--- config.mk ---
export PLATFORM = sky130hd
export DESIGN_NAME = jtgc_parser
export DESIGN_NICKNAME = d
export VERILOG_FILES = /design/src/rtl/core/jtgc_pkg.sv /design/src/rtl/core/jtgc_parser.sv
export SDC_FILE = /design/constraint.sdc
export NUM_CORES = 1
export LEC_CHECK = 0
export ABC_CLOCK_PERIOD_IN_PS = 2700
export BUFFER_PORTS_ARGS = -buffer_cell sky130_fd_sc_hd__buf_2
export CAP_MARGIN = 0
export CORE_AREA = 2 2 53 65
export CTS_BUF_LIST = sky130_fd_sc_hd__clkbuf_8
export CTS_CLUSTER_DIAMETER = 80
export CTS_CLUSTER_SIZE = 20
export DETAILED_ROUTE_END_ITERATION = 10
export DIE_AREA = 0 0 55 67
export PLACE_DENSITY = 0.74
export SLEW_MARGIN = 25
export SYNTH_ARGS = -nofsm -noshare
export SYNTH_HDL_FRONTEND = slang
export SYNTH_SLANG_ARGS = --single-unit
--- constraint.sdc ---
create_clock -name clock -period 2.7 [get_ports clock]
set_clock_uncertainty 0.2 [all_clocks]
set_input_delay 0.27 -clock clock [delete_from_list [all_inputs] [get_ports clock]]
set_output_delay 0.27 -clock clock [all_outputs]
set_load 0.01 [all_outputs]
--- src/rtl/core/jtgc_pkg.sv ---
// Shared types, codes and helper functions of the JSON token grammar checker.
// No dependencies; compiled first.
`default_nettype none

package jtgc_pkg;

   typedef enum logic [3:0] {
      TK_LBRACE   = 4'd0,
      TK_LBRACKET = 4'd1,
      TK_RBRACE   = 4'd2,
      TK_RBRACKET = 4'd3,
      TK_STRING   = 4'd4,
      TK_NUMBER   = 4'd5,
      TK_TRUE     = 4'd6,
      TK_FALSE    = 4'd7,
      TK_NULL     = 4'd8,
      TK_COMMA    = 4'd9,
      TK_COLON    = 4'd10,
      TK_END      = 4'd11,
      TK_BAD      = 4'd12
   } token_kind_type;

   typedef enum logic [3:0] {
      PS_VALUE            = 4'd0,
      PS_EOF              = 4'd1,
      PS_END              = 4'd2,
      PS_INVALID          = 4'd3,
      PS_OBJ_KEY_OR_END   = 4'd4,
      PS_OBJ_KEY          = 4'd5,
      PS_OBJ_COLON        = 4'd6,
      PS_OBJ_VALUE        = 4'd7,
      PS_OBJ_NEXT_OR_END  = 4'd8,
      PS_ARR_VALUE_OR_END = 4'd9,
      PS_ARR_VALUE        = 4'd10,
      PS_ARR_NEXT_OR_END  = 4'd11
   } parse_state_type;

   typedef enum logic [1:0] {
      RET_EOF = 2'd0,
      RET_OBJ = 2'd1,
      RET_ARR = 2'd2
   } ret_code_type;

   typedef enum logic [1:0] {
      ST_OK       = 2'd0,
      ST_ERROR    = 2'd1,
      ST_DONE     = 2'd2,
      ST_OVERFLOW = 2'd3
   } status_type;

   typedef enum logic [1:0] {
      CM_NONE   = 2'd0,
      CM_OBJECT = 2'd1,
      CM_ARRAY  = 2'd2
   } commit_type;

   localparam int unsigned DepthOutW = 7;

   // push/pop command for the stack row
   typedef struct packed {
      logic         push;
      logic         pop;
      ret_code_type code;
   } stack_ctl_type;

   typedef struct packed {
      status_type             status;
      commit_type             commit;
      logic                   is_key;
      logic [DepthOutW-1:0]   depth;
   } rsp_data_type;

   function automatic parse_state_type ret_to_state(input ret_code_type code);
      parse_state_type st;
      case (code)
         RET_OBJ: st = PS_OBJ_NEXT_OR_END;
         RET_ARR: st = PS_ARR_NEXT_OR_END;
         default: st = PS_EOF;
      endcase
      return st;
   endfunction

   // state after a scalar value; only called where the value is legal
   function automatic parse_state_type scalar_next(input parse_state_type st);
      parse_state_type nx;
      case (st)
         PS_VALUE:     nx = PS_EOF;
         PS_OBJ_VALUE: nx = PS_OBJ_NEXT_OR_END;
         default:      nx = PS_ARR_NEXT_OR_END;
      endcase
      return nx;
   endfunction

endpackage

`default_nettype wire

--- src/rtl/core/jtgc_parser.sv ---
// Parse state machine and depth counter; decodes one token per accepted item.
// Depends on jtgc_pkg.
`default_nettype none

module jtgc_parser
   import jtgc_pkg::*;
#(
   parameter int unsigned MAX_DEPTH = 64
)(
   input  wire logic          clock,
   input  wire logic          reset,
   input  wire logic          accept,
   input  wire logic [3:0]    token_kind,
   input  wire logic          new_document,
   input  wire ret_code_type  top_code,
   output stack_ctl_type      stack_ctl,
   output rsp_data_type       result
);

   localparam int unsigned CntW = $clog2(MAX_DEPTH + 1);

   parse_state_type state_ff, state_in, cur_state;
   logic [CntW-1:0] count_ff, count_in, cur_count;
   logic [CntW+DepthOutW-1:0] depth_wide;

   token_kind_type tok;
   status_type     status;
   commit_type     commit;
   logic           is_key;
   logic           stuck, empty, full;

   assign tok       = token_kind_type'(token_kind);
   assign cur_state = new_document ? PS_VALUE : state_ff;
   assign cur_count = new_document ? '0 : count_ff;
   assign stuck     = (cur_state == PS_END) || (cur_state == PS_INVALID);
   assign empty     = (cur_count == '0);
   assign full      = (cur_count >= CntW'(MAX_DEPTH));

   // outputs: status, commit, key flag and stack command
   always_comb begin
      status         = ST_OK;
      commit         = CM_NONE;
      is_key         = 1'b0;
      stack_ctl.push = 1'b0;
      stack_ctl.pop  = 1'b0;
      stack_ctl.code = RET_EOF;
      if (stuck) begin
         status = ST_ERROR;
      end else begin
         unique case (tok) inside
            TK_LBRACE, TK_LBRACKET: begin
               case (cur_state) inside
                  PS_VALUE:                           stack_ctl.code = RET_EOF;
                  PS_OBJ_VALUE:                       stack_ctl.code = RET_OBJ;
                  PS_ARR_VALUE, PS_ARR_VALUE_OR_END:  stack_ctl.code = RET_ARR;
                  default:                            status = ST_ERROR;
               endcase
               if (status == ST_OK) begin
                  if (full) status = ST_OVERFLOW;
                  else      stack_ctl.push = 1'b1;
               end
            end
            TK_RBRACE: begin
               if ((cur_state == PS_OBJ_NEXT_OR_END || cur_state == PS_OBJ_KEY_OR_END)
                   && !empty) begin
                  stack_ctl.pop = 1'b1;
                  if (cur_state == PS_OBJ_NEXT_OR_END) commit = CM_OBJECT;
               end else begin
                  status = ST_ERROR;
               end
            end
            TK_RBRACKET: begin
               if ((cur_state == PS_ARR_NEXT_OR_END || cur_state == PS_ARR_VALUE_OR_END)
                   && !empty) begin
                  stack_ctl.pop = 1'b1;
                  if (cur_state == PS_ARR_NEXT_OR_END) commit = CM_ARRAY;
               end else begin
                  status = ST_ERROR;
               end
            end
            TK_STRING, TK_NUMBER, TK_TRUE, TK_FALSE, TK_NULL: begin
               if (tok == TK_STRING &&
                   (cur_state == PS_OBJ_KEY_OR_END || cur_state == PS_OBJ_KEY)) begin
                  is_key = 1'b1;
               end else if (!(cur_state == PS_VALUE || cur_state == PS_OBJ_VALUE ||
                              cur_state == PS_ARR_VALUE ||
                              cur_state == PS_ARR_VALUE_OR_END)) begin
                  status = ST_ERROR;
               end
            end
            TK_COMMA: begin
               if (cur_state == PS_OBJ_NEXT_OR_END)      commit = CM_OBJECT;
               else if (cur_state == PS_ARR_NEXT_OR_END) commit = CM_ARRAY;
               else                                      status = ST_ERROR;
            end
            TK_COLON: begin
               if (cur_state != PS_OBJ_COLON) status = ST_ERROR;
            end
            TK_END: begin
               if (cur_state == PS_EOF) status = ST_DONE;
               else                     status = ST_ERROR;
            end
            default: status = ST_ERROR;
         endcase
      end
   end

   // next state
   always_comb begin
      state_in = cur_state;
      if (!stuck) begin
         if (status == ST_ERROR || status == ST_OVERFLOW) begin
            state_in = PS_INVALID;
         end else begin
            unique case (tok) inside
               TK_LBRACE:               state_in = PS_OBJ_KEY_OR_END;
               TK_LBRACKET:             state_in = PS_ARR_VALUE_OR_END;
               TK_RBRACE, TK_RBRACKET:  state_in = ret_to_state(top_code);
               TK_STRING, TK_NUMBER, TK_TRUE, TK_FALSE, TK_NULL: begin
                  state_in = is_key ? PS_OBJ_COLON : scalar_next(cur_state);
               end
               TK_COMMA: begin
                  state_in = (cur_state == PS_OBJ_NEXT_OR_END) ? PS_OBJ_KEY : PS_ARR_VALUE;
               end
               TK_COLON:                state_in = PS_OBJ_VALUE;
               TK_END:                  state_in = PS_END;
               default:                 state_in = PS_INVALID;
            endcase
         end
      end
   end

   always_comb begin
      count_in = cur_count;
      if (stack_ctl.push)     count_in = cur_count + CntW'(1);
      else if (stack_ctl.pop) count_in = cur_count - CntW'(1);
   end

   always_ff @(posedge clock) begin
      if (reset) begin
         state_ff <= PS_VALUE;
         count_ff <= '0;
      end else if (accept) begin
         state_ff <= state_in;
         count_ff <= count_in;
      end
   end

   assign depth_wide    = {{DepthOutW{1'b0}}, count_in};
   assign result.status = status;
   assign result.commit = commit;
   assign result.is_key = is_key;
   assign result.depth  = depth_wide[DepthOutW-1:0];

endmodule

`default_nettype wire

==> metrics.md <==
| Metric | Value |
|---|---|
| Status | finished clean |
| Placed cell area | 1840 um^2 |
| Pin count of the biggest net entering global routing | 25 |
| RSZ-0062 raised after global routing | yes |
| Element type at the critical path end | output pin |
| HP Class | input pin to register |
| DR pass1 iterations | 4 |
| DIE HEIGHT | 67 um |
| Register area share after synthesis | 14.0% |
| Number of CTS-inserted buffers | 3 |
| Number of flops mapped to enable cells by yosys | 0 |
| Critical Path Source Type | register |
| CP Class | register to output pin |
| P_int | 0.360 mW |
| Via Count | 1927 |
| Period minus WS final | 2.65 ns |
| Worst relative slew slack | 67.4% |
| Max Transition Viols Final | 0 |
| Async SR Flop Fraction | 0% |
| Die footprint | 3690 um^2 |
| DIE WIDTH | 55 um |
| Clock Path Buffers | 2 |
| Met3 usage | 3.36% |
| Final HPWL from detailed placement | 3560 um |
| CTS tree | built |
| GRT Total Usage | 28.0% |
| Nets | 274 |
| Worst-path maximum fanout | 10 |
| Worst skew pair latency | 0.25 ns |
| Worst Max-Slew Pin Slew | 0.487 ns |
| Clk slew on worst S/H paths | 0.05 ns |
| Yosys Warn Count | 0 |
| Detail Route Antenna Nets | 0 |
| Clock Power Share | 30.4% |
| DRC violations left | 0 |
| Fillcell total | 267 |
| Syn-to-layout area delta | 29.4% |
| Net Sw Frac | 37.0% |
| Hold buffers post-CTS | 0 |
| GPL Wtd Cong | 0.930 |
| Wire per inst | 17.2 um |
| Area of the multi-input gates | 1380 um^2 |
| Met1 global-route usage | 35.7% |
| Ratio of cells with drive above 1 in the final layout | 33.2% |
| Predominant post-synthesis flop cell | dfxtp_1 |
| CTS sink cnt | 11 |
| Syn Area/Cell | 6.94 um^2 |
| Max IR drop VDD | 0.219 mV |
| Buffers on Ports | 25 |
| Max Clock Freq | 378 MHz |
| Vias in the first global route | 1686 |
| Leakage power total | 0.826 nW |
| Setup violators final | 0 |
| Cell variety after synth | 54 |
| Starting DRT DRC Count | 110 |
| Post-synth net total | 240 |
| Busiest grt layer | met2 |
| Initial antenna violation count | 0 |
| Required @ worst endpoint | 2.23 ns |
| Htree depth | 1 |
| Grt ovf | 0 |
| Initial core utilization | 51.8% |
| Syn Inst Count | 226 |
| Max Cap Viol | 0 |
| Power Total | 0.571 mW |
| Root Driver | clkbuf_8 |
| WHS | 0.193 ns |
| Sw Pwr | 0.211 mW |
| Final wirelength | 5080 um |
| Core area | 3030 um^2 |
| Cell Area, Synth | 1570 um^2 |
| Seq pwr share | 31.6% |
| Diodes inserted | 0 |
| Post-route cell area | 2030 um^2 |
| Gate power share | 37.9% |
| Site Rows | 22 |
| First-pass GRT wire length | 7560 um |
| FF/Latch Area | 230 um^2 |
| Final hold violation count | 0 |
| P per Cell Area | 282 nW/um^2 |
| DR vias/cell | 6.53 |
| Worst EP arrival | 2.18 ns |
| Final period utilization | 98.0% |
| Grt met2 use | 45.4% |
| Register bit total from synthesis | 11 |
| Num ports | 26 |
-- timing repair --
| item | CTS | global route |
|---|---|---|
| endpoints found under the setup margin | 5 | 8 |
| hold endpoints to repair | 0 | 0 |
| pin swaps | 0 | 4 |
| resized for setup | 8 | 21 |
| buffers inserted | 0 | 2 |
-- worst max-delay path, stage by stage, from the launching register on --
cell and delay [ns]:
dfxtp_4 0.40, and4b_1 0.25, a31oi_4 0.26, nor4_1 0.12, or4b_2 0.68, o21ai_2 0.08
buf_2 0.13
-- state kept, by name, summed over array words and instances (netlist names) --
name and flops:
state_ff 4, count_ff 7
-- cells in the mapped netlist (2+ instances only) --
cell type	n	share of area [%]
buf_2	3	0.96
or4b_2	2	1.3
o31ai_1	2	0.96
nand4_1	3	1.2
or3b_2	4	2.2
a311oi_1	4	2.2
a211oi_1	6	2.9
a21oi_1	11	3.5
or3b_1	2	1.1
nor3_1	6	1.9
nand2b_1	11	4.4
clkbuf_1	14	3.4
o32ai_1	2	1.1
nand3_1	7	2.2
nor3b_1	5	2.4
o21ai_0	12	3.8
nand2_1	14	3.4
dfxtp_1	11	14
nor4_1	3	1.2
o2111ai_1	2	1.1
o211ai_1	6	2.9
a41o_1	2	1.3
or3_1	7	2.8
a21o_1	3	1.4
a31oi_1	8	3.2
nor2_1	18	4.3
xnor2_1	3	1.7
o21a_1	2	0.96
ha_1	4	3.2
nor2b_1	12	4.8
inv_1	11	2.6
xor2_1	4	2.2
-- metrics by stage --
stage	worst slack, ns	utilization (%)	instances	setup TNS, ns
3_3_place_gp	0.128	60.7	289	0
2_1_floorplan	0.0134	-	226	0
5_1_grt	-0.0198	67.0	295	-0.0244
4_1_cts	0.00928	63.4	293	0
6_report	0.0535	67.0	295	0
3_5_place_dp	0.107	60.7	289	0
-- final cells by class --
| cell class | count | share of cell area [%] |
|---|---|---|
| clock inverters | 1 | 0.185 |
| inverters | 11 | 2.03 |
| repair buffers | 47 | 14.2 |
| flip-flops and latches | 11 | 11.3 |
| well taps | 36 | 2.22 |
| clock buffers | 3 | 2.03 |
| multi-input cells | 186 | 68.0 |
-- path summary, 6_finish.rpt --
check | from | to | slack [ns] | cells past startpoint
max | state_ff[2] | result[5] | 0.05 | 6
min | reset | count_ff[2] | 0.19 | 2
max reg2reg | count_ff[0] | count_ff[2] | 0.41 | 7
min reg2reg | state_ff[1] | state_ff[1] | 0.39 | 2
-- layer usage --
metal	vias to the layer above	wire length [um]	share of wire [%]
met5	-	0	0
met4	0	138	2.7
met3	15	341	6.7
met2	92	2440	48
met1	894	2160	42
li1	926	-	-
-- cells by family after synthesis --
kind of cell             count (synthesis)  synth area share (%)
buffers and inverters                   29                  7.42
multiplexers                             1                 0.638
adder cells (fa/ha/maj)                  4                  3.19
XOR/XNOR                                 7                  3.91
AND/OR/NAND/NOR                        100                  36.7
flip-flops                              11                  14.0
AO/OA/AOI/OAI                           74                  34.1
-- placed cells by master (no fill, tap or decap), types with 3 or more instances in the layout --
| cell | instances |
|---|---|
| a21oi_1 | 10 |
| a31oi_1 | 7 |
| nand4_1 | 3 |
| nor3b_1 | 4 |
| clkbuf_8 | 3 |
| buf_4 | 21 |
| nor2b_1 | 11 |
| xnor2_1 | 3 |
| buf_2 | 25 |
| inv_1 | 10 |
| or3b_2 | 3 |
| a311oi_1 | 4 |
| nor2_1 | 18 |
| xor2_1 | 4 |
| nand2_1 | 13 |
| a211oi_1 | 4 |
| ha_1 | 3 |
| o211ai_1 | 6 |
| a21o_1 | 3 |
| nand3_1 | 7 |
| dfxtp_1 | 7 |
| or3_1 | 5 |
| nand2b_1 | 11 |
| o21ai_0 | 10 |
| nor3_1 | 4 |
-- power by group through the flow --
stage               combinational [mW]  clock (mW)  sequential [mW]
finish                           0.217       0.174            0.181
global route                     0.233       0.180            0.182
CTS                              0.195       0.174            0.181
detailed placement               0.188           0            0.184
global placement                 0.187           0            0.183
floorplan                        0.134           0            0.177
(Power assumes the default switching activity.)
